File: src/sv/phi4_metropolis_site_update_defines.svh
// assertion macros for the phi4 metropolis site update block
// used by front, back, fifo and top level files
`ifndef PHI4_METROPOLIS_SITE_UPDATE_DEFINES_SVH
`define PHI4_METROPOLIS_SITE_UPDATE_DEFINES_SVH
`ifndef SYNTHESIS
`define P4M_ASSERT(label, clk, rst_n, prop, msg) \
  label: assert property (@(posedge clk) disable iff (!rst_n) prop) else $error(msg);
`define P4M_ASSERT_NR(label, clk, prop, msg) \
  label: assert property (@(posedge clk) prop) else $error(msg);
`else
`define P4M_ASSERT(label, clk, rst_n, prop, msg)
`define P4M_ASSERT_NR(label, clk, prop, msg)
`endif
`endif

File: src/sv/p4m_pkg.sv
// shared types, constants and exp helper for the phi4 metropolis block
// no dependencies
`timescale 1ns / 1ps
package p4m_pkg;
  localparam int unsigned DefMaxSites = 4096;
  localparam int unsigned FifoDepth = 2;

  typedef enum logic [1:0] {
    OP_WRITE  = 2'd0,
    OP_READ   = 2'd1,
    OP_UPDATE = 2'd2,
    OP_SPARE  = 2'd3
  } op_t;

  typedef enum logic [1:0] {
    CFG_QUAD   = 2'd0,
    CFG_QUART  = 2'd1,
    CFG_WIDTH  = 2'd2,
    CFG_HEIGHT = 2'd3
  } cfg_idx_t;

  localparam logic [16:0] ExpC0 = 17'd65536;
  localparam logic [16:0] ExpC1 = 17'd45426;
  localparam logic [16:0] ExpC2 = 17'd15743;
  localparam logic [16:0] ExpC3 = 17'd3638;
  localparam logic [16:0] ExpC4 = 17'd630;
  localparam logic [16:0] ExpC5 = 17'd87;

  // horner coefficient by step (step 0 uses c4, step 4 uses c0)
  function automatic logic [16:0] exp_coeff(input logic [2:0] k);
    logic [16:0] c;
    case (k)
      3'd0: c = ExpC4;
      3'd1: c = ExpC3;
      3'd2: c = ExpC2;
      3'd3: c = ExpC1;
      3'd4: c = ExpC0;
      default: c = ExpC5;
    endcase
    return c;
  endfunction
endpackage

File: src/sv/p4m_front.sv
// front end: clamps geometry, classifies items, forms neighbour addresses
// depends on p4m_pkg
`timescale 1ns / 1ps
`include "phi4_metropolis_site_update_defines.svh"
module p4m_front import p4m_pkg::*; #(
  parameter int unsigned MAX_SITES = DefMaxSites,
  parameter int unsigned AW = $clog2(MAX_SITES)
) (
  input  logic          clk,
  input  logic          rst_n,
  input  logic          take,
  input  logic [1:0]    op,
  input  logic [11:0]   site_index,
  input  logic [6:0]    cfg_w,
  input  logic [6:0]    cfg_h,
  output logic          oob,
  output logic [AW-1:0] addr_s,
  output logic [AW-1:0] addr_xp,
  output logic [AW-1:0] addr_xm,
  output logic [AW-1:0] addr_yp,
  output logic [AW-1:0] addr_ym,
  output logic [1:0]    op_cls
);
  localparam int unsigned SW = AW + 2;
  logic [6:0] w_c, h_c;
  logic [13:0] prod;
  logic [SW-1:0] size, s_ext, wm, t;

  always_comb begin
    w_c = (cfg_w < 7'd2) ? 7'd2 : ((cfg_w > 7'd64) ? 7'd64 : cfg_w);
    h_c = (cfg_h < 7'd2) ? 7'd2 : ((cfg_h > 7'd64) ? 7'd64 : cfg_h);
    prod = 14'(w_c * h_c);
    size = (32'(prod) > 32'(MAX_SITES)) ? SW'(MAX_SITES) : SW'(prod);
    wm = (SW'(w_c) >= size) ? SW'(w_c) - size : SW'(w_c);
    s_ext = SW'(site_index);
    oob = (32'(site_index) >= 32'(size));
    op_cls = (op == OP_SPARE) ? OP_READ : op;
    addr_s = s_ext[AW-1:0];
    t = s_ext + SW'(1);
    addr_xp = (t >= size) ? AW'(t - size) : AW'(t);
    addr_xm = (s_ext == '0) ? AW'(size - SW'(1)) : AW'(s_ext - SW'(1));
    t = s_ext + wm;
    addr_yp = (t >= size) ? AW'(t - size) : AW'(t);
    addr_ym = (s_ext >= wm) ? AW'(s_ext - wm) : AW'(s_ext + size - wm);
  end

  `P4M_ASSERT(a_cls, clk, rst_n, take |-> op_cls != OP_SPARE, "spare op not folded")
  `P4M_ASSERT(a_xp, clk, rst_n, (take && !oob) |-> addr_xp != addr_s || AW == 0, "next x equals site")
  `P4M_ASSERT(a_ym, clk, rst_n, (take && !oob) |-> 32'(addr_ym) < 32'(MAX_SITES), "prev y outside")
endmodule

File: config.mk
export PLATFORM = sky130hd
export DESIGN_NAME = p4m_front
export DESIGN_NICKNAME = d
export VERILOG_FILES = /design/src/sv/p4m_pkg.sv /design/src/sv/p4m_front.sv
export VERILOG_INCLUDE_DIRS = /design/src /design/src/sv
export SDC_FILE = /design/constraint.sdc
export NUM_CORES = 1
export LEC_CHECK = 0
export BUFFER_PORTS_ARGS = -buffer_cell sky130_fd_sc_hd__buf_4
export CAP_MARGIN = 20
export CELL_PAD_IN_SITES_DETAIL_PLACEMENT = 1
export CELL_PAD_IN_SITES_GLOBAL_PLACEMENT = 1
export CORE_MARGIN = 3
export CORE_UTILIZATION = 45
export DETAILED_ROUTE_END_ITERATION = 10
export GPL_TIMING_DRIVEN = 0
export PLACE_DENSITY_LB_ADDON = 0.1
export SYNTH_ARGS = -nofsm -noshare
export SYNTH_HDL_FRONTEND = slang
export SYNTH_SLANG_ARGS = --single-unit
export TNS_END_PERCENT = 10
File: constraint.sdc
create_clock -name vclk -period 12.79
set_clock_uncertainty 0.15 [all_clocks]
set_input_delay 0.6395 -clock vclk [all_inputs]
set_output_delay 0.6395 -clock vclk [all_outputs]
set_load 0.02 [all_outputs]
# Yosys cells after proc, flatten, opt, wreduce, memory -nomap -nowiden

Index checks and enable logic that the tools add are counted.

Bits in registers: 0
Input port bits: 31
Word-level logic and storage cells: 34

Add/subtract/negate cells: 10
Multiply operators: 1
Order comparisons: 10
Eq/ne operators: 1
Multiplexer cells: 11
Reductions and logical operators: 1

Operators with widths:

| kind                                                                               | number |
|---|---|
| 12-bit two-way mux                                                                 | 4 |
| 12-bit subtractor                                                                  | 4 |
| 12-bit by 14-bit greater-or-equal comparator with 1-bit output                     | 2 |
| 14-bit two-way mux                                                                 | 2 |
| 7-bit two-way mux                                                                  | 4 |
| 12-bit by 1-bit subtractor with 12-bit output (second input constant)              | 2 |
| 12-bit by 14-bit adder with 14-bit output                                          | 1 |
| 13-bit by 14-bit greater-or-equal comparator with 1-bit output                     | 1 |
| 14-bit greater-or-equal comparator                                                 | 1 |
| 7-bit by 14-bit greater-or-equal comparator with 1-bit output                      | 1 |
| 14-bit by 13-bit greater-than comparator with 1-bit output (second input constant) | 1 |
| 7-bit greater-than comparator (second input constant)                              | 2 |
| 7-bit by 2-bit less-than comparator with 1-bit output (second input constant)      | 2 |
| 7-bit by 7-bit multiplier with 14-bit output                                       | 1 |
| 7-bit by 14-bit subtractor with 14-bit output                                      | 1 |
| 12-bit by 1-bit adder with 13-bit output (second input constant)                   | 1 |
| 12-bit adder                                                                       | 1 |
| 12-bit logical NOT                                                                 | 1 |
| 2-bit equality test (second input constant)                                        | 1 |
| 2-bit two-way mux                                                                  | 1 |

# Depth between registers and ports, before layout

Gate-level depths: netlist (run 1).

Depth in word-level cells: 11
Depth in mapped cells: 52
Gate-level depth less buffers: 51

# Worst setup path before layout (run 1)

No wires, ideal clock.

Path type: input to output
Start point: input port cfg_w[4]
End point: output port addr_yp[0]
Data arrival time: 10.859 ns
Required time: 12.000 ns
Path slack: 1.142 ns
Stages: 49
Buffers on the path: 1
Cell sequence: nor4_1 nor2_1 or2_2 inv_1 nand2_1 fa_1 fa_1 inv_1 fa_1 inv_1 fa_1 inv_1 ha_1 a21o_1 a221oi_2 nor2_2 a31o_1 xnor2_1 [13 not listed] mux2_2 ha_1 a21o_1 a21o_1 a211oi_1 o21bai_1 a21oi_1 o21bai_1 a21oi_1 o21bai_1 xnor2_1 ha_1 a21o_1 a21o_1 a21oi_1 o21a_1 buf_2 mux2i_1

Word-level cells in the longest chain between the ends: 11

RTL lines:

| what                                                                                                                           | line            | source |
|---|---|---|
| start, declared                                                                                                                | p4m_front.sv:14 | `input logic [6:0] cfg_w,` |
| 7-bit greater-than comparator                                                                                                  | p4m_front.sv:30 | `w_c = (cfg_w < 7'd2) ? 7'd2 : ((cfg_w > 7'd64) ? 7'd64 : cfg_w);` |
| 7-bit two-way mux                                                                                                              | p4m_front.sv:30 |  |
| 7-bit two-way mux *                                                                                                            | p4m_front.sv:30 |  |
| 7-bit by 7-bit multiplier with 14-bit output                                                                                   | p4m_front.sv:32 | `prod = 14'(w_c * h_c);` |
| 14-bit by 13-bit greater-than comparator with 1-bit output                                                                     | p4m_front.sv:33 | `size = (32'(prod) > 32'(MAX_SITES)) ? SW'(MAX_SITES) : SW'(prod);` |
| 14-bit two-way mux                                                                                                             | p4m_front.sv:33 |  |
| 7-bit by 14-bit subtractor with 14-bit output or 7-bit by 14-bit greater-or-equal comparator with 1-bit output (tied branches) | p4m_front.sv:34 | `wm = (SW'(w_c) >= size) ? SW'(w_c) - size : SW'(w_c);` |
| 14-bit two-way mux                                                                                                             | p4m_front.sv:34 |  |
| 12-bit by 14-bit adder with 14-bit output                                                                                      | p4m_front.sv:42 | `t = s_ext + wm;` |
| 12-bit subtractor or 14-bit greater-or-equal comparator (tied branches)                                                        | p4m_front.sv:43 | `addr_yp = (t >= size) ? AW'(t - size) : AW'(t);` |
| 12-bit two-way mux *                                                                                                           | p4m_front.sv:43 |  |
| end, declared                                                                                                                  | p4m_front.sv:20 | `output logic [AW-1:0] addr_yp,` |

Mark *: on every way between the ends. The rest lies on a longest branch, timed or not.

# Worst setup path after layout (run 1)

Start point: input port cfg_h[4]
End point: output port addr_yp[9]

Word-level cells in the longest chain between the ends: 11

RTL lines:

| what                                                                                                                           | line            | source |
|---|---|---|
| start, declared                                                                                                                | p4m_front.sv:15 | `input logic [6:0] cfg_h,` |
| 7-bit greater-than comparator                                                                                                  | p4m_front.sv:31 | `h_c = (cfg_h < 7'd2) ? 7'd2 : ((cfg_h > 7'd64) ? 7'd64 : cfg_h);` |
| 7-bit two-way mux                                                                                                              | p4m_front.sv:31 |  |
| 7-bit two-way mux *                                                                                                            | p4m_front.sv:31 |  |
| 7-bit by 7-bit multiplier with 14-bit output *                                                                                 | p4m_front.sv:32 |  |
| 14-bit by 13-bit greater-than comparator with 1-bit output                                                                     | p4m_front.sv:33 |  |
| 14-bit two-way mux *                                                                                                           | p4m_front.sv:33 |  |
| 7-bit by 14-bit subtractor with 14-bit output or 7-bit by 14-bit greater-or-equal comparator with 1-bit output (tied branches) | p4m_front.sv:34 |  |
| 14-bit two-way mux                                                                                                             | p4m_front.sv:34 |  |
| 12-bit by 14-bit adder with 14-bit output                                                                                      | p4m_front.sv:42 |  |
| 12-bit subtractor or 14-bit greater-or-equal comparator (tied branches)                                                        | p4m_front.sv:43 |  |
| 12-bit two-way mux *                                                                                                           | p4m_front.sv:43 |  |

Marked as above.

==> results of run 1 <==
==> power by group through the flow <==
stage	Combinational, mW	Clock [mW]	Sequential [mW]
after CTS	0.827	0	0
after detailed placement	0.814	0	0
final	0.854	0	0
after floorplan	0.576	0	0
after global routing	0.946	0	0
after global placement	0.802	0	0
==> kinds of logic (layout without fill, tap and decap cells) <==
group / count (synthesis) / after routing
buffers and inverters: 138 / 239
multiplexers: 34 / 34
adder cells (fa/ha/maj): 158 / 158
XOR/XNOR: 72 / 72
AO/OA/AOI/OAI: 193 / 193
other: 1 / 1
AND/OR/NAND/NOR: 287 / 287
==> final timing paths <==
check / from / to
worst max-delay path: cfg_h[4] / addr_yp[9]
worst min-delay path: op[0] / op_cls[1]
==> synth_stat cells (3+ instances only) <==
master,instances,area [um2]
ha_1,118,1476
inv_1,94,352.8
nor2_1,82,307.8
nand2_1,66,247.7
a21oi_1,64,320.3
xnor2_1,52,455.4
fa_1,40,800.8
nor3_1,25,125.1
o21ai_0,24,120.1
a21o_1,22,165.2
clkbuf_1,21,78.83
nor2b_1,19,118.9
xor2_1,19,166.4
nand3_1,17,85.08
and2_1,16,100.1
mux2_2,16,180.2
and3_1,14,87.58
mux2_1,14,157.7
nand2b_1,14,87.58
buf_4,13,97.59
o21a_1,11,82.58
o21bai_1,9,67.56
o21ai_1,8,40.04
nand4_1,7,43.79
or2_2,6,37.54
nor4_1,5,31.28
o31ai_1,5,37.54
a211oi_1,4,30.03
buf_2,4,20.02
mux2i_1,4,40.04
o211ai_1,4,30.03
or3_1,4,25.02
a21boi_0,3,22.52
a311oi_1,3,26.28
a31oi_1,3,18.77
buf_6,3,33.78
inv_2,3,11.26
o311ai_1,3,26.28
==> cell type report <==
class | instances | area (um2)
tap | 180 | 225.2
multi-input combinational | 745 | 6237
fill | 1848 | 6310
timing repair buffer | 104 | 780.7
inverter | 97 | 367.9
buffer | 38 | 229.0
==> layer usage <==
layer / track usage / part of all wire
met1: 0.3449 / 0.45
met2: 0.4834 / 0.50
met4: 0.04164 / 0.014
met3: 0.008779 / 0.030
met5: 0 / 0
==> worst max-delay path: cells and delay by family <==
| kind | cells | cell delay, ns |
|---|---|---|
| XOR/XNOR | 1 | 0.26 |
| multiplexers | 2 | 0.67 |
| adder cells (fa/ha/maj) | 9 | 3.51 |
| AO/OA/AOI/OAI | 20 | 3.83 |
| buffers and inverters | 9 | 0.84 |
| AND/OR/NAND/NOR | 9 | 1.66 |
==> repair_timing <==
action | CTS | global route
pin swaps | 3 | 11
setup buffers | 3 | 10
setup endpoints to repair | 13 | 13
hold buffers | 0 | 0
gates cloned | 0 | 1
gates resized for setup | 17 | 38
==> per-stage QoR <==
stage | TNS [ns] | hold slack, ns | instances
global route | -0.3459 | 1.399 | 1164
global placement | -5.949 | 1.388 | 1153
detailed placement | -6.749 | 1.392 | 1153
finish | 0 | 1.389 | 1164
floorplan | 0 | 1.207 | 883
CTS | 0 | 1.392 | 1155
==> impl_metrics.py, run 1 <==
metrics = {
    "outcome": {
        "status": "complete, no violations",
    },
    "worst_setup_path": {
        "cp.required_ns": 12.00,
        "endpoint_kind": "output port",
        "cp-start-kind": "input pin",
        "crit_top_cell": "a21o_1",
        "path_max_fanout": 6,
        "arrival_ns": 11.48,
        "critPathSlowestCell": "or4_4",
        "cpPeakStageDelay_ns": 0.54,
        "path_class": "in2out",
    },
    "global_routing": {
        "antenna_found_initial": 0,
        "grt.overflow.total": 0,
        "grt.total_usage": 0.2618,
        "grt_max_degree": 12,
        "grt_pass1_wl_mm": 35.07,
        "first_global_vias": 6941,
    },
    "sta": {
        "finalSetupViolCount": 0,
        "maxClockFrequency_mhz": 81.48,
        "fin_crit_sh": 0.9596,
        "setup_slack_ns": 0.5163,
        "worstMarginPinSlew_ns": 0.8027,
        "slew_violations": 0,
        "max_slew_margin": 0.4608,
        "fin_crit_ns": 12.27,
        "hold_viol": 0,
    },
    "floorplan": {
        "io_pins": 94,
        "dieArea_um2": 16200,
        "fp.dieH_um": 127.3,
        "start_util": 0.4679,
        "rows": 43,
        "die_width_um": 127.3,
        "coreArea_um2": 14150,
    },
    "finish": {
        "nNetsFinal": 1175,
        "design.seq.count": 0,
        "fin_util": 0.5541,
        "drive_above_1_share": 0.2063,
        "seqCellArea_um2": 0,
        "diodes": 0,
        "mostFrequentLayoutCell": "buf_4",
        "clkbuf_count": 0,
        "areaGrowthSynthToFinish_pct": 18.43,
        "final_cell_mix": "118 x buf_4, 114 x ha_1, 90 x inv_1",
        "final_area_um2": 7840,
    },
    "routing": {
        "vias": 6588,
        "first_iter_violations": 231,
        "drc_errors": 0,
        "detail_route.wl_per_cell_um": 18.54,
        "avgViaCountPerCell": 5.660,
        "wl_mm": 21.58,
        "drt_first_pass_iters": 4,
        "antenna_left": 0,
    },
    "pwr": {
        "power_density_nw_per_um2": 108.9,
        "ir_drop_mv": 0.1266,
        "power.leakage_nw": 3.844,
        "intPower_mw": 0.3692,
        "total_power_mw": 0.8537,
        "pwr-share-seq": 0,
        "p_switching_mw": 0.4845,
        "switching_share": 0.5675,
        "clkPwrFrac": 0,
        "p_comb_frac": 1.000,
    },
    "synthesis": {
        "synthesis.area_um2": 6620,
        "synth_top_family_by_area": "adder cells",
        "ys_types": 75,
        "synth_fa_ha_area_frac": 0.3440,
        "ys_warn_count": 0,
        "synth_mux_area_frac": 0.05708,
        "avgSynthCellArea_um2": 7.497,
        "seq_area_frac_synth": 0,
        "netlist_instances": 883,
        "synth_fp_nets": 1072,
        "synth_simple_gate_area_frac": 0.2134,
        "synth-xor-area-share": 0.09734,
        "synth_compound_area_frac": 0.1979,
    },
    "placement": {
        "numPortBuffers": 90,
        "pre_cts_ws_ns": -0.6397,
        "place_congestion": 0.8947,
        "dpl-instance-area_um2": 7521,
        "dp_hpwl_mm": 17.88,
    },
    "worst_hold_path": {
        "hold_path_class": "in2out",
        "worst_hold_path.num_cells": 3,
    },
    "job": {
        "drv_cap": 0,
    },
}
No activity file was read; power rests on OpenSTA's default activity.
==> run 2: changes to the inputs <==
Settings changed: GPL_TIMING_DRIVEN 0 to not set.
==> run 2 against run 1 <==
  * Sequential share of layout area unchanged
  * Clock-buffer cell count unchanged
  * Die area is the same
  * Critical endpoint is now addr_yp[11]
==> impl_metrics.py, run 2 (same netlist as run 1, synthesis figures left out) <==
metrics = {
    "outcome": {
        "status": "complete, no violations",
    },
    "placement": {
        "numPortBuffers": 91,
        "dpl-instance-area_um2": 7463,
        "dp_hpwl_mm": 18.91,
        "place_congestion": 0.8757,
        "pre_cts_ws_ns": -0.04414,
    },
    "worst_setup_path": {
        "crit_top_cell": "inv_1",
        "arrival_ns": 11.40,
        "cp.required_ns": 12.00,
        "path_max_fanout": 6,
        "endpoint_kind": "output port",
        "cpPeakStageDelay_ns": 0.55,
        "path_class": "in2out",
        "critPathSlowestCell": "fa_1",
        "cp-start-kind": "input pin",
    },
    "routing": {
        "drt_first_pass_iters": 4,
        "wl_mm": 22.32,
        "drc_errors": 0,
        "first_iter_violations": 240,
        "vias": 6617,
        "antenna_left": 0,
        "detail_route.wl_per_cell_um": 19.56,
        "avgViaCountPerCell": 5.799,
    },
    "finish": {
        "final_area_um2": 7640,
        "nNetsFinal": 1152,
        "design.seq.count": 0,
        "clkbuf_count": 0,
        "fillers": 1810,
        "final_cell_mix": "119 x buf_4, 117 x ha_1, 93 x inv_1",
        "diodes": 0,
        "drive_above_1_share": 0.1915,
        "seqCellArea_um2": 0,
        "multi_input_area_um2": 6157,
        "areaGrowthSynthToFinish_pct": 15.40,
        "mostFrequentLayoutCell": "buf_4",
    },
    "sta": {
        "hold_viol": 0,
        "max_slew_margin": 0.4120,
        "fin_crit_sh": 0.9527,
        "fin_crit_ns": 12.19,
        "worstMarginPinSlew_ns": 0.8725,
        "maxClockFrequency_mhz": 82.07,
        "finalSetupViolCount": 0,
        "setup_slack_ns": 0.6046,
        "slew_violations": 0,
    },
    "global_routing": {
        "grt_max_degree": 16,
        "antenna_found_initial": 0,
        "first_global_vias": 7226,
        "grt_pass1_wl_mm": 36.48,
        "grt.overflow.total": 0,
        "grt.total_usage": 0.2734,
    },
    "floorplan": {
        "rows": 43,
        "start_util": 0.4679,
        "io_pins": 94,
        "fp.dieH_um": 127.3,
        "dieArea_um2": 16200,
        "die_width_um": 127.3,
        "coreArea_um2": 14150,
    },
    "worst_hold_path": {
        "hold_path_class": "in2out",
        "hp-start": "op[0]",
        "worst_hold_path.num_cells": 2,
        "whs_endpoint": "op_cls[0]",
    },
    "pwr": {
        "power.leakage_nw": 3.786,
        "ir_drop_mv": 0.1139,
        "power_density_nw_per_um2": 112.0,
    },
    "cts": {
        "cts_hold_buffers": 0,
    },
    "job": {
        "drv_cap": 0,
    },
}
## run 2: changes by cell type in the layout (fill, tap and decap cells not counted), moves of 3 or more
cell	delta
nand2_1	+3
buf_6	-4
ha_2	-4
clkbuf_1	-17
inv_1	+3
ha_1	+3
## run 2: per-stage QoR
| step | hold slack, ns | util | TNS [ns] | cells | power (mW) |
|---|---|---|---|---|---|
| 2_1_floorplan | 1.207 | - | 0 | 883 | 0.5763 |
| 3_3_place_gp | 1.338 | 0.5275 | 0 | 1135 | 0.8000 |
| 3_5_place_dp | 1.340 | 0.5275 | -0.2446 | 1135 | 0.8333 |
| 4_1_cts | 1.340 | 0.5279 | 0 | 1135 | 0.8391 |
| 5_1_grt | 1.350 | 0.5399 | -0.02591 | 1141 | 0.9436 |
| 6_report | 1.339 | 0.5399 | 0 | 1141 | 0.8555 |
## run 2: critical path: cells and delay by family
kind / cells / cell delay [ns]
XOR/XNOR: 2 / 0.46
AO/OA/AOI/OAI: 18 / 3.26
AND/OR/NAND/NOR: 10 / 1.77
adder cells (fa/ha/maj): 9 / 3.58
buffers and inverters: 10 / 0.95
multiplexers: 2 / 0.71
## run 2: worst max path at each step
stage,slack [ns],start,to,depth (start not counted)
floorplan,1.14,cfg_w[4],addr_yp[0],49
global placement,0.38,cfg_w[4],addr_yp[3],51
detailed placement,-0.04,cfg_w[4],addr_yp[3],51
CTS,0.01,cfg_w[4],addr_yp[3],51
global route,-0.008,cfg_w[2],addr_yp[11],51
finish,0.60,cfg_w[2],addr_yp[11],51
## run 2: cell type report
type                            instances  share of cell area
Timing Repair Buffer                  119              0.1169
Tap cell                              180             0.02948
Multi-Input combinational cell        745              0.8059
Inverter                               97             0.04766
## run 2: timing repair
action | in CTS | in global routing
buffers inserted | 0 | 6
gates resized for setup | 1 | 25
cloned | 0 | 0
setup endpoints to repair | 11 | 18
pin swaps | 0 | 12
## run 2: routing by layer
layer	vias to the layer above	global-route usage	part of all wire
li1	3198	-	-
met1	3267	0.3570	0.44
met2	115	0.5014	0.50
met3	37	0.005017	0.028
met4	0	0.06435	0.027
met5	-	0	0
## run 2: where the power goes
group	internal, mW	switching (mW)
sequential	0	0
clock	0	0
combinational	0.367	0.488
