<file path="src/sv/phi4_metropolis_site_update_defines.svh">
// assertion macros for the phi4 metropolis site update block
// used by front, back, fifo and top level files
`ifndef PHI4_METROPOLIS_SITE_UPDATE_DEFINES_SVH
`define PHI4_METROPOLIS_SITE_UPDATE_DEFINES_SVH
`ifndef SYNTHESIS
`define P4M_ASSERT(label, clk, rst_n, prop, msg) \
  label: assert property (@(posedge clk) disable iff (!rst_n) prop) else $error(msg);
`define P4M_ASSERT_NR(label, clk, prop, msg) \
  label: assert property (@(posedge clk) prop) else $error(msg);
`else
`define P4M_ASSERT(label, clk, rst_n, prop, msg)
`define P4M_ASSERT_NR(label, clk, prop, msg)
`endif
`endif

</file>
<file path="src/sv/p4m_pkg.sv">
// shared types, constants and exp helper for the phi4 metropolis block
// no dependencies
`timescale 1ns / 1ps
package p4m_pkg;
  localparam int unsigned DefMaxSites = 4096;
  localparam int unsigned FifoDepth = 2;

  typedef enum logic [1:0] {
    OP_WRITE  = 2'd0,
    OP_READ   = 2'd1,
    OP_UPDATE = 2'd2,
    OP_SPARE  = 2'd3
  } op_t;

  typedef enum logic [1:0] {
    CFG_QUAD   = 2'd0,
    CFG_QUART  = 2'd1,
    CFG_WIDTH  = 2'd2,
    CFG_HEIGHT = 2'd3
  } cfg_idx_t;

  localparam logic [16:0] ExpC0 = 17'd65536;
  localparam logic [16:0] ExpC1 = 17'd45426;
  localparam logic [16:0] ExpC2 = 17'd15743;
  localparam logic [16:0] ExpC3 = 17'd3638;
  localparam logic [16:0] ExpC4 = 17'd630;
  localparam logic [16:0] ExpC5 = 17'd87;

  // horner coefficient by step (step 0 uses c4, step 4 uses c0)
  function automatic logic [16:0] exp_coeff(input logic [2:0] k);
    logic [16:0] c;
    case (k)
      3'd0: c = ExpC4;
      3'd1: c = ExpC3;
      3'd2: c = ExpC2;
      3'd3: c = ExpC1;
      3'd4: c = ExpC0;
      default: c = ExpC5;
    endcase
    return c;
  endfunction
endpackage

</file>
<file path="src/sv/p4m_fifo.sv">
// two-entry queue between front and back parts
// depends on p4m_pkg
`timescale 1ns / 1ps
`include "phi4_metropolis_site_update_defines.svh"
module p4m_fifo import p4m_pkg::*; #(
  parameter int unsigned QW = 8
) (
  input  logic          clk,
  input  logic          rst_n,
  input  logic          push,
  input  logic [QW-1:0] wdata,
  input  logic          pop,
  output logic          valid,
  output logic          full,
  output logic [QW-1:0] rdata
);
  logic [QW-1:0] ent_r [FifoDepth];
  logic wp_r, rp_r;
  logic [1:0] cnt_r;

  always_ff @(posedge clk) begin
    if (!rst_n) begin
      wp_r <= 1'b0;
      rp_r <= 1'b0;
      cnt_r <= '0;
    end else begin
      if (push) wp_r <= ~wp_r;
      if (pop) rp_r <= ~rp_r;
      cnt_r <= cnt_r + 2'(push) - 2'(pop);
    end
  end
  always_ff @(posedge clk) if (push) ent_r[wp_r] <= wdata;

  assign valid = (cnt_r != 2'd0);
  assign full = (cnt_r == 2'd2);
  assign rdata = ent_r[rp_r];

  `P4M_ASSERT(a_ovf, clk, rst_n, push |-> !full, "queue overflow")
  `P4M_ASSERT(a_cnt, clk, rst_n, cnt_r <= 2'd2, "queue count broken")
  `P4M_ASSERT(a_udf, clk, rst_n, pop |-> valid, "queue underflow")
endmodule
</file>
<file path="config.mk">
export PLATFORM = sky130hd
export DESIGN_NAME = p4m_fifo
export DESIGN_NICKNAME = d
export VERILOG_FILES = /design/src/sv/p4m_pkg.sv /design/src/sv/p4m_fifo.sv
export VERILOG_INCLUDE_DIRS = /design/src /design/src/sv
export SDC_FILE = /design/constraint.sdc
export NUM_CORES = 1
export LEC_CHECK = 0
export BUFFER_PORTS_ARGS = -buffer_cell sky130_fd_sc_hd__buf_2
export CAP_MARGIN = 15
export CORE_UTILIZATION = 52
export DETAILED_ROUTE_END_ITERATION = 12
export HOLD_SLACK_MARGIN = 0.15
export PLACE_DENSITY = 0.87
export SLEW_MARGIN = 20
export SYNTH_ARGS = -nofsm -noshare
export SYNTH_HDL_FRONTEND = slang
export SYNTH_SLANG_ARGS = --single-unit
export TNS_END_PERCENT = 30
</file>
<file path="constraint.sdc">
create_clock -name clk -period 3.3 [get_ports clk]
set_input_delay 0.33 -clock clk [delete_from_list [all_inputs] [get_ports clk]]
set_output_delay 0.33 -clock clk [all_outputs]
set_load 0.05 [all_outputs]
</file>
# Yosys cells after proc, flatten, opt, wreduce, memory -nomap -nowiden
# Memories as Yosys holds them, arrays and structs flattened. A register that Yosys moved wholly into a read port is not among the register bits.
# Index checks and enable logic that the tools add are counted.
# W data, S select, Z words.
# classes
order_cmp,0
reduce_logical,1
eq_ne,1
shifts,0
bitwise_logic,2
addsub,2
muxes,4
div,0
mul,0
# ops
cell,n
$mux W1,4
$add A2 B1 Y2,1
$eq A2 B2 Y1 const B,1
$not A1 Y1,2
$reduce_bool A2 Y1,1
$sub A2 B1 Y2,1
# word_totals
elab_cells,14
latch_bits,0
mem_bits_rw,16
romBits,0
mem_count,1
register_bits,4
# memory_table
name,depth,word_bits,read_ports,rd_ports_with_merged_regs,write_ports,line,rtl
ent_r,2,8,1,1,1,p4m_fifo.sv:17,logic [QW-1:0] ent_r [FifoDepth];

# Longest topological paths before layout
# Gate-level depths: netlist (run 1).
# logic_depth
word_depth,3
depth_mapped,6
mapped_depth_nobuf,6

# Worst setup path after synthesis (run 1)
# Ideal clock, no wire load.
# synth_path
path_type,register to output
startpoint,register cnt_r[1]
endpoint,output full
arrival_ns,1.060
setup_slack_ns,1.910
n_path_buf,0
stages_incl_launch_ff,2
cell_sequence,dfxtp_1 nor2b_1
# synth_via
elab_chain_len,1
# synth_rtl
element,line,rtl
from (decl),p4m_fifo.sv:19,logic [1:0] cnt_r;
from (signal assigned),p4m_fifo.sv:29,cnt_r <= cnt_r + 2'(push) - 2'(pop);
$eq A2 B2 Y1,p4m_fifo.sv:35,assign full = (cnt_r == 2'd2);
to (decl),p4m_fifo.sv:14,"output logic full,"
# No other way between the ends.

==> results.tsv, run 1 <==
stage	metric	value	unit
worst_setup_path	crit path kind	reg2out	
finish	design area	948	um^2
worst_setup_path	kind of cell adding the most delay to the critical path	flip-flops	
global_routing	largest net degree at the start of global routing	12	
synthesis	sequential share of the synthesized area	72.3	%
finish	multi-input logic area	210	um^2
timing	min Tclk post-route	1.75	ns
synthesis	Seq cells post-synth	21	
synthesis	Synth Instances	46	
finish	highest-count cells in the layout ignoring fill and taps	buf_2, edfxtp_1, mux2_1	
detailed_routing	Routed Antenna Nets	0	
timing	Fin Setup TNS	0	ns
synthesis	area leader, netlist	edfxtp_1	
detailed_routing	1st-pass router iterations	4	
pwr	Gate power share	23.6	%
placed_design	placed cell count	81	
synthesis	Synth Area in XOR/XNOR	3.89	%
detailed_routing	average wire per standard cell	14.0	um
global_routing	global-route wire length before repair	1610	um
min_path	hold depth	1	
placed_design	DP Area	922	um^2
floorplan	IO Count	22	
global_routing	antenna violations before repair	0	
floorplan	Die X	41.3	um
clocking	hold buffers post-CTS	0	
detailed_routing	drt initial violations	3	
timing	RSZ-0062 raised after global routing	false	
finish	Layout Cells excl Fill	85	
detailed_routing	routed vias	425	
timing	final worst path period share	52.9	%
flow_run	Max-Cap Viols	0	
finish	Fill cells	103	
floorplan	Site Rows	13	
synthesis	Syn Std Cell Area	803	um^2
finish	fin util	69.4	%
global_routing	GR Overflow Total	0	
clocking	Post-CTS Resized	0	
pwr	Int Pwr	0.396	mW
worst_setup_path	Max FO, Critical Path	8	
finish	nets@finish	85	
pwr	P_leak	0.390	nW
worst_setup_path	r2r worst-path depth	1	
synthesis	Synth Net Count	60	
synthesis	mux contribution to synthesized area	11.2	%
worst_setup_path	number of cells on the critical path	2	
worst_setup_path	Critical Path RT	2.97	ns
timing	Final Hold Viols	0	
timing	Worst Tran Pin Value	0.796	ns
floorplan	Initial Utilization	58.8	%
worst_setup_path	Crit-path slowest cell	dfxtp_1	
finish	Syn-to-layout area delta	18.1	%
clocking	Clock Tree Root	clkbuf_4	
worst_setup_path	Setup crit start kind	flop	
placed_design	Placer Congestion	0.698	
clocking	Num CTS Buffers	3	
pwr	Sw Ratio	29.8	%
timing	Final Setup Violations	0	
synthesis	Synth Area in Simple Gates	7.01	%
global_routing	number of global-route vias before repair	389	
worst_setup_path	Bufs and invs on worst path	1	
worst_setup_path	critical path arrival	1.42	ns
synthesis	Avg Inst Size Synth	17.5	um^2
synthesis	Distinct cells, synth	12	
pwr	pwr dens	595	mW/mm^2
pwr	clock power share	20.4	%
clocking	Setup Buffers After CTS	0	
clocking	CTS Sinks	21	
min_path	Worst Hold Class	in2reg	
synthesis	largest family of logic cells by synthesized area	multiplexers	
timing	fmax	572	MHz
clocking	CTS tree	built	
worst_setup_path	largest stage delay on the critical path	0.55	ns
clocking	Reg clk slew, reported paths	0.10	ns
detailed_routing	Total Wirelength	1190	um
synthesis	Synth Warn #	0	
synthesis	top cell type's share of synthesized area	59.8	%
clocking	clock insertion delay at the later pin of the skew report	0.29	ns
worst_setup_path	CP Capture Type	output port	
finish	# diodes	0	
floorplan	die height	41.3	um
floorplan	core area	0.00137	mm^2
timing	Clock Skew	0.00290	ns
synthesis	Synth area leaders	edfxtp_1, dfxtp_1, mux2_1	
finish	Storage cell area	581	um^2
global_routing	gr usage total	16.3	%
floorplan	Die ar.	0.00171	mm^2
run_status	outcome	completed	
worst_setup_path	crit path cell chain	mux2_1 > buf_2	
synthesis	Adder-Cell Fraction of Synth Area	3.12	%
pwr	NetSw	0.168	mW
synthesis	Synth Area in Compound Gates	0.935	%
pwr	VDD IR max	0.336	mV
pwr	Reg power frac	56.0	%
timing	max_slew headroom	46.8	%
timing	final-report max-slew violation count	0	
clocking	CTS H-tree lvls	1	
pwr	total power	0.564	mW
placed_design	Port Buffers	21	
finish	most common cell after layout, fill and taps aside	buf_2	
detailed_routing	DR DRC count	0	
detailed_routing	vias per cell	5.00	
clocking	Max Root-Sink Buffers	2	
finish	layout cells sized above 1	34.3	%
## power groups by stage
stage	sequential [mW]	combinational [mW]	clock (mW)
after floorplan	0.316	0.107	0
after global placement	0.320	0.129	0
after detailed placement	0.323	0.134	0
after CTS	0.317	0.135	0.116
after global routing	0.318	0.143	0.122
final	0.316	0.133	0.115
## layout make-up
class / count / area share (%)
Multi-Input combinational cell: 22 / 22.2
Clock buffer: 4 / 2.77
Timing Repair Buffer: 21 / 11.1
Tap cell: 15 / 1.98
Inverter: 2 / 0.792
Sequential cell: 21 / 61.2
## stage by stage
| stage | setup WS [ns] | hold slack [ns] |
|---|---|---|
| after floorplan | 1.91 | 0.429 |
| after global placement | 1.85 | 0.518 |
| after detailed placement | 1.82 | 0.523 |
| after CTS | 1.54 | 0.222 |
| after global routing | 1.47 | 0.221 |
| final | 1.55 | 0.224 |
## per-layer routing
layer  vias up  global-route usage (%)  share of wire [%]  wire length, um
li1        213                       -                  -                -
met1       193                    16.4                 40              483
met2        17                    31.6                 54              645
met3         2                    3.19                4.4               53
met4         0                    7.26               0.92               11
met5         -                       0                  0                0
## sequential cells by signal, summed over array words and instances, names as in the netlist, named ones only
| register | count |
|---|---|
| ent_r | 16 |
| cnt_r | 2 |
| rp_r | 1 |
| wp_r | 1 |
## logic make-up (layout without fill, tap and decap cells)
kind of cell | count (synthesis) | after routing
buffers and inverters | 3 | 27
multiplexers | 8 | 8
flip-flops | 21 | 21
adder cells (fa/ha/maj) | 2 | 2
AO/OA/AOI/OAI | 1 | 1
AND/OR/NAND/NOR | 9 | 9
XOR/XNOR | 2 | 2
## final timing paths
| path | to | start | slack [ns] |
|---|---|---|---|
| worst min-delay path | ent_r[0][6] | wdata[6] | 0.22 |
| worst max-delay path | rdata[0] | flop | 1.55 |
| worst min register to register | wp_r | wp_r | 0.62 |
| worst max register to register | ent_r[0][5] | wp_r | 1.99 |
## synth_stat cells
library cell   n
edfxtp_1      16
mux2_1         8
dfxtp_1        5
and2_1         4
nor2b_1        4
ha_1           2
inv_1          2
buf_2          1
o21a_1         1
or2_1          1
xnor3_1        1
xor2_1         1
(Power assumes the default switching activity.)
==> run 2: changes to the inputs <==
--- a/config.mk
+++ b/config.mk
@@ -6,12 +6,14 @@
 export SDC_FILE = /design/constraint.sdc
 export NUM_CORES = 1
 export LEC_CHECK = 0
+export ABC_AREA = 1
 export BUFFER_PORTS_ARGS = -buffer_cell sky130_fd_sc_hd__buf_2
 export CAP_MARGIN = 15
-export CORE_UTILIZATION = 52
+export CORE_ASPECT_RATIO = 1.4
+export CORE_UTILIZATION = 44
 export DETAILED_ROUTE_END_ITERATION = 12
 export HOLD_SLACK_MARGIN = 0.15
-export PLACE_DENSITY = 0.87
+export PLACE_DENSITY = 0.79
 export SLEW_MARGIN = 20
 export SYNTH_ARGS = -nofsm -noshare
 export SYNTH_HDL_FRONTEND = slang
==> constraint.sdc (replaced) <==
create_clock -name clk -period 1.6 [get_ports clk]
set_input_delay 0.16 -clock clk [delete_from_list [all_inputs] [get_ports clk]]
set_output_delay 0.16 -clock clk [all_outputs]
set_load 0.05 [all_outputs]
==> run 2 against run 1 <==
Via count up 26%. Critical path type unchanged. First-iteration DRC count up 67%. Cell count up 35%. Die area up 22%. Highest routed layer unchanged. Critical path depth up 1. Combinational power up 100%. Sequential cell count unchanged. Final area up 17%. Area after synthesis up 4.2%. Synthesized cell count up 26%. Critical endpoint is now rdata[6]. Clock power up 110%. Clock skew down 0.0021 ns.
==> results.tsv, run 2 <==
stage	metric	value	unit	change
flow_run	Max-Cap Viols	0		unchanged
synthesis	Commonest cells post-synth	edfxtp_1, nand2_1, mux2_4, nor2_1, inv_1		was edfxtp_1, mux2_1, dfxtp_1
min_path	Worst Hold Class	reg2reg		was in2reg
timing	hold slack final	0.519	ns	was 0.224 ns
pwr	Reg power frac	55.5	%	was 56.0%
synthesis	asr flop ratio synth	0	%	unchanged
timing	worst setup margin	0.0992	ns	was 1.55 ns
placed_design	DPL Wire Length	906	um	
placed_design	Place WS	0.306	ns	was 1.82 ns
finish	Top reg by flops	ent_r		unchanged
clocking	Clock Tree Root	clkbuf_4		unchanged
pwr	Int Pwr	0.819	mW	was 0.396 mW
timing	Clock Skew	0.000805	ns	was 0.00290 ns
synthesis	Seq cells post-synth	21		unchanged
timing	Worst Tran Pin Value	0.314	ns	was 0.796 ns
timing	RSZ-0062 raised after global routing	false		unchanged
detailed_routing	average wire per standard cell	11.0	um	was 14.0 um
synthesis	ys flop type	edfxtp_1		unchanged
timing	max_slew headroom	79.1	%	was 46.8%
clocking	CTS H-tree lvls	1		unchanged
clocking	clock insertion delay at the later pin of the skew report	0.29	ns	about the same
worst_setup_path	reg-to-reg slack, setup	0.29	ns	was 1.99 ns
global_routing	largest net degree at the start of global routing	12		unchanged
synthesis	Synth area leaders	edfxtp_1, mux2_4, dfxtp_1		was edfxtp_1, dfxtp_1, mux2_1
detailed_routing	Routed Antenna Nets	0		unchanged
detailed_routing	DR DRC count	0		unchanged
floorplan	core area	0.00178	mm^2	was 0.00137 mm^2
floorplan	Initial Utilization	47.0	%	was 58.8%
pwr	Sw Ratio	28.4	%	was 29.8%
finish	highest-count cells in the layout ignoring fill and taps	buf_2, edfxtp_1, dlygate4sd3_1		was buf_2, edfxtp_1, mux2_1
clocking	Setup Buffers After CTS	0		unchanged
global_routing	antenna violations before repair	0		unchanged
pwr	clock power share	20.8	%	was 20.4%
pwr	NetSw	0.326	mW	was 0.168 mW
synthesis	Post-synth EDFFs	16		unchanged
synthesis	Syn Std Cell Area	837	um^2	was 803 um^2
synthesis	Synth Instances	58		was 46
finish	Largest register FFs	16		unchanged
finish	Fill cells	144		was 103
finish	layout cells sized above 1	35.8	%	was 34.3%
synthesis	Synth Net Count	72		was 60
floorplan	Die X	38.9	um	was 41.3 um
worst_setup_path	Setup crit start kind	flop		unchanged
detailed_routing	Total Wirelength	1270	um	was 1190 um
global_routing	number of global-route vias before repair	539		was 389
detailed_routing	routed vias	534		was 425
timing	Final Setup Violations	0		unchanged
timing	Fin Setup TNS	0	ns	unchanged
finish	Regs by FF count	ent_r (16), cnt_r (2)		unchanged
finish	most common cell after layout, fill and taps aside	buf_2		unchanged
synthesis	top cell type's share of synthesized area	57.4	%	was 59.8%
detailed_routing	vias per cell	4.64		was 5.00
synthesis	Distinct cells, synth	10		was 12
clocking	Reg clk slew, reported paths	0.10	ns	about the same
timing	final worst path period share	93.8	%	
synthesis	Avg Inst Size Synth	14.4	um^2	was 17.5 um^2
floorplan	Die ar.	0.00208	mm^2	was 0.00171 mm^2
finish	fin util	62.2	%	was 69.4%
global_routing	gr usage total	14.5	%	was 16.3%
pwr	pwr dens	1030	mW/mm^2	was 595 mW/mm^2
floorplan	IO Count	22		unchanged
pwr	VDD IR max	0.677	mV	was 0.336 mV
synthesis	area leader, netlist	edfxtp_1		unchanged
pwr	P_leak	0.504	nW	was 0.390 nW
pwr	Gate power share	23.6	%	about the same
global_routing	global-route wire length before repair	2010	um	was 1610 um
finish	Syn-to-layout area delta	32.3	%	was 18.1%
timing	fmax	666	MHz	
run_status	outcome	completed		unchanged
synthesis	Synth Warn #	0		unchanged
placed_design	Port Buffers	21		unchanged
clocking	Num CTS Buffers	3		unchanged
timing	min Tclk post-route	1.50	ns	
clocking	Max Root-Sink Buffers	2		unchanged
worst_setup_path	Max FO, Critical Path	8		unchanged
detailed_routing	drt initial violations	5		was 3
worst_setup_path	CP Capture Type	output port		unchanged
timing	final-report max-slew violation count	0		unchanged
worst_setup_path	critical path arrival	1.34	ns	was 1.42 ns
clocking	CTS Sinks	21		unchanged
floorplan	die height	53.6	um	was 41.3 um
synthesis	most numerous cell in the Yosys netlist	edfxtp_1		unchanged
finish	# diodes	0		unchanged
placed_design	DP Area	971	um^2	was 922 um^2
finish	nets@finish	110		was 85
finish	design area	0.00111	mm^2	was 948 um^2
floorplan	Site Rows	18		was 13
worst_setup_path	crit path kind	reg2out		unchanged
detailed_routing	1st-pass router iterations	3		was 4
global_routing	GR Overflow Total	0		unchanged
clocking	CTS tree	built		unchanged
worst_setup_path	Critical Path RT	1.44	ns	was 2.97 ns
timing	Final Hold Viols	0		unchanged
placed_design	Placer Congestion	0.577		was 0.698
synthesis	sequential share of the synthesized area	69.4	%	was 72.3%
## run 2: final cells by class
class	count	area (um^2)	share of cell area (%)
clock buffer	4	26.3	2.37
inverter	7	26.3	2.37
multi-input combinational	29	219	19.8
sequential	21	581	52.4
tap	20	25.0	2.26
timing repair buffer	34	230	20.8
## run 2: worst paths after layout
kind | endpoint | startpoint | cells after the start
setup / recovery | rdata[6] | flop | 3
hold / removal | wp_r | wp_r | 2
setup reg to reg | cnt_r[1] | cnt_r[0] | 8
hold reg to reg | wp_r | wp_r | 2
## run 2: logic make-up (layout without fill, tap and decap cells)
kind of cell / after synthesis / count (layout) / share of synthesized area [%]
AND/OR/NAND/NOR: 18 / 18 / 8.22
flip-flops: 21 / 21 / 69.4
buffers and inverters: 8 / 45 / 4.48
adder cells (fa/ha/maj): 2 / 2 / 2.99
AO/OA/AOI/OAI: 1 / 1 / 0.597
multiplexers: 8 / 8 / 14.4
## run 2: power by group through the flow
stage          Clock (mW)  Sequential, mW  Combinational (mW)
3_3_place_gp            0           0.646               0.244
6_report            0.238           0.636               0.271
4_1_cts             0.251           0.636               0.273
3_5_place_dp            0           0.649               0.252
5_1_grt             0.267           0.639               0.293
2_1_floorplan           0           0.646               0.196
## run 2: timing repair
| action | CTS | global route |
|---|---|---|
| endpoints found under the setup margin | 0 | 0 |
| hold buffers | 11 | 0 |
| hold endpoints to repair | 21 | 0 |
| gates resized for setup | 0 | 0 |
## run 2: routing by layer
metal  vias up  wire [um]  track usage [%]
met2        15        684             25.6
met4         0          6             8.62
li1        269          -                -
met5         -          0                0
met1       248        530             15.5
met3         2         45             2.48
## run 2: stage by stage
step	cells	power, mW
global placement	100	0.890
detailed placement	100	0.901
CTS	115	1.16
global route	115	1.20
floorplan	58	0.842
finish	115	1.15
## run 2: worst max-delay path, stage by stage, from the launching register on
cell	delay [ns]
dfxtp_1	0.33
buf_4	0.20
mux2_4	0.31
buf_2	0.21
==> run 3: changes to the inputs <==
--- a/config.mk
+++ b/config.mk
@@ -8,12 +8,12 @@
 export LEC_CHECK = 0
 export ABC_AREA = 1
 export BUFFER_PORTS_ARGS = -buffer_cell sky130_fd_sc_hd__buf_2
-export CAP_MARGIN = 15
 export CORE_ASPECT_RATIO = 1.4
 export CORE_UTILIZATION = 44
 export DETAILED_ROUTE_END_ITERATION = 12
 export HOLD_SLACK_MARGIN = 0.15
 export PLACE_DENSITY = 0.79
+export REMOVE_ABC_BUFFERS = 1
 export SLEW_MARGIN = 20
 export SYNTH_ARGS = -nofsm -noshare
 export SYNTH_HDL_FRONTEND = slang
==> run 3 against run 2 <==
Register-to-register slack improved by 0.02 ns. Combinational power about the same. Global-route usage increased by 0.88 points. Sequential cell count did not move. Non-clock buffer count decreased by 1. Worst setup slack worse by 0.0031 ns. Routed wire length grew 9.7%. Critical path depth unchanged. Critical path type unchanged. Highest routed layer unchanged.
==> results.tsv, run 3 (synthesis gave the netlist of run 2 again) <==
stage	metric	value	unit	change
run_status	outcome	completed		unchanged
placed_design	DP Area	971	um^2	unchanged
worst_setup_path	Max FO, Critical Path	8		unchanged
detailed_routing	vias per cell	4.71		was 4.64
worst_setup_path	Critical Path RT	1.44	ns	about the same
clocking	Num CTS Buffers	3		unchanged
flow_run	Max-Cap Viols	0		unchanged
clocking	clock insertion delay at the later pin of the skew report	0.30	ns	was 0.29 ns
floorplan	IO Count	22		unchanged
clocking	Post-CTS Resized	0		unchanged
clocking	Max Root-Sink Buffers	2		unchanged
finish	Layout Cells excl Fill	114		was 115
global_routing	global-route wire length before repair	2100	um	was 2010 um
worst_setup_path	Setup crit start kind	flop		unchanged
detailed_routing	Total Wirelength	1390	um	was 1270 um
worst_setup_path	reg-to-reg slack, setup	0.31	ns	was 0.29 ns
finish	Regs by FF count	ent_r (16), cnt_r (2)		unchanged
floorplan	Site Rows	18		unchanged
finish	design area	0.00110	mm^2	was 0.00111 mm^2
finish	highest-count cells in the layout ignoring fill and taps	buf_2, edfxtp_1, dlygate4sd3_1		unchanged
finish	Largest register FFs	16		unchanged
clocking	CTS tree	built		unchanged
detailed_routing	DR DRC count	0		unchanged
worst_setup_path	Crit-path slowest cell	dfxtp_1		unchanged
placed_design	Port Buffers	21		unchanged
pwr	P_leak	0.500	nW	was 0.504 nW
clocking	Clock Tree Root	clkbuf_4		unchanged
worst_setup_path	worst r2r src	cnt_r[0]		unchanged
global_routing	GR Overflow Total	0		unchanged
global_routing	antenna violations before repair	0		unchanged
timing	Final Hold Viols	0		unchanged
worst_setup_path	critical path arrival	1.34	ns	about the same
finish	Syn-to-layout area delta	31.1	%	was 32.3%
finish	Fill cells	149		was 144
timing	Fin Setup TNS	0	ns	unchanged
detailed_routing	Routed Antenna Nets	0		unchanged
global_routing	gr usage total	15.3	%	was 14.5%
detailed_routing	drt initial violations	7		was 5
timing	final-report max-slew violation count	0		unchanged
clocking	CTS Sinks	21		unchanged
timing	Final Setup Violations	0		unchanged
floorplan	Die ar.	0.00208	mm^2	unchanged
worst_setup_path	RR Endpoint	cnt_r[1]		unchanged
floorplan	die height	53.6	um	unchanged
detailed_routing	average wire per standard cell	12.2	um	was 11.0 um
finish	Top reg by flops	ent_r		unchanged
floorplan	Initial Utilization	47.0	%	unchanged
global_routing	number of global-route vias before repair	517		was 539
clocking	CTS H-tree lvls	1		unchanged
detailed_routing	routed vias	537		was 534
pwr	VDD IR max	0.532	mV	was 0.677 mV
finish	multi-input logic area	219	um^2	unchanged
detailed_routing	1st-pass router iterations	4		was 3
pwr	pwr dens	1050	mW/mm^2	was 1030 mW/mm^2
floorplan	core area	0.00178	mm^2	unchanged
worst_setup_path	largest stage delay on the critical path	0.33	ns	about the same
clocking	Reg clk slew, reported paths	0.10	ns	about the same
min_path	hold_sp	pop		was wp_r
finish	# diodes	0		unchanged
finish	nets@finish	109		was 110
finish	layout cells sized above 1	36.2	%	was 35.8%
worst_setup_path	CP Capture Type	output port		unchanged
timing	fmax	665	MHz	was 666 MHz
worst_setup_path	r2r worst-path depth	8		unchanged
timing	max_slew headroom	78.2	%	was 79.1%
worst_setup_path	crit path kind	reg2out		unchanged
worst_setup_path	crit path cell chain	buf_4 > mux2_4 > buf_2		unchanged
finish	most common cell after layout, fill and taps aside	buf_2		unchanged
placed_design	placed cell count	100		unchanged
finish	Storage cell area	581	um^2	unchanged
min_path	Worst Hold Class	in2reg		was reg2reg
global_routing	largest net degree at the start of global routing	12		unchanged
timing	min Tclk post-route	1.50	ns	about the same
placed_design	DPL Wire Length	992	um	was 906 um
min_path	hold depth	3		was 2
floorplan	Die X	38.9	um	unchanged
timing	RSZ-0062 raised after global routing	false		unchanged
timing	Worst Tran Pin Value	0.326	ns	was 0.314 ns
timing	Clock Skew	0.00663	ns	was 0.000805 ns
placed_design	Placer Congestion	0.587		was 0.577
timing	final worst path period share	94.0	%	was 93.8%
## run 3: cell count changes in the layout (fill, tap and decap cells not counted)
cell	previous run	this run
dlygate4sd3_1	11	10
## run 3: layout make-up
type,instances,area share (%)
Tap cell,20,2.28
Timing Repair Buffer,33,20.1
Sequential cell,21,52.9
Clock buffer,4,2.39
Multi-Input combinational cell,29,20.0
Inverter,7,2.39
## run 3: timing repair
item | in CTS | in global routing
endpoints found under the hold margin | 19 | 0
hold buffers | 10 | 0
endpoints found under the setup margin | 0 | 0
setup buffers | 0 | 0
## run 3: where the power goes
group | internal [mW] | total [mW] | switching [mW] | leakage [nW]
sequential | 0.624 | 0.636 | 0.0123 | 0.192
combinational | 0.0970 | 0.271 | 0.174 | 0.293
clock | 0.0973 | 0.250 | 0.152 | 0.0150
## run 3: worst max-delay path by stage
stage	end	startpoint	slack, ns	depth (start not counted)
after global placement	cnt_r[1]	cnt_r[0]	0.40	8
after CTS	rdata[4]	flop	0.08	3
final	rdata[4]	flop	0.1	3
after floorplan	cnt_r[1]	cnt_r[0]	0.41	8
after detailed placement	cnt_r[1]	cnt_r[0]	0.33	8
after global routing	rdata[5]	flop	0.04	3
## run 3: stage by stage
stage | worst slack [ns] | hold WS, ns | power [mW] | util, %
floorplan | 0.412 | 0.253 | 0.838 | -
global placement | 0.404 | 0.349 | 0.889 | 54.6
detailed placement | 0.331 | 0.353 | 0.904 | 54.6
CTS | 0.0816 | 0.157 | 1.17 | 61.7
global route | 0.0355 | 0.171 | 1.20 | 61.7
finish | 0.0961 | 0.166 | 1.16 | 61.7
## run 3: worst max-delay path, delay by kind of cell (launching register included)
kind	cells	cell delay, ns
mux	1	0.31
flops	1	0.33
buf+inv	2	0.40
## run 3: metal layers
| metal | routed length, um | up-vias | GRT usage (%) |
|---|---|---|---|
| li1 | - | 267 | - |
| met1 | 518 | 248 | 14.5 |
| met2 | 789 | 19 | 30.3 |
| met3 | 54 | 3 | 2.48 |
| met4 | 27 | 0 | 6.90 |
| met5 | 0 | - | 0 |
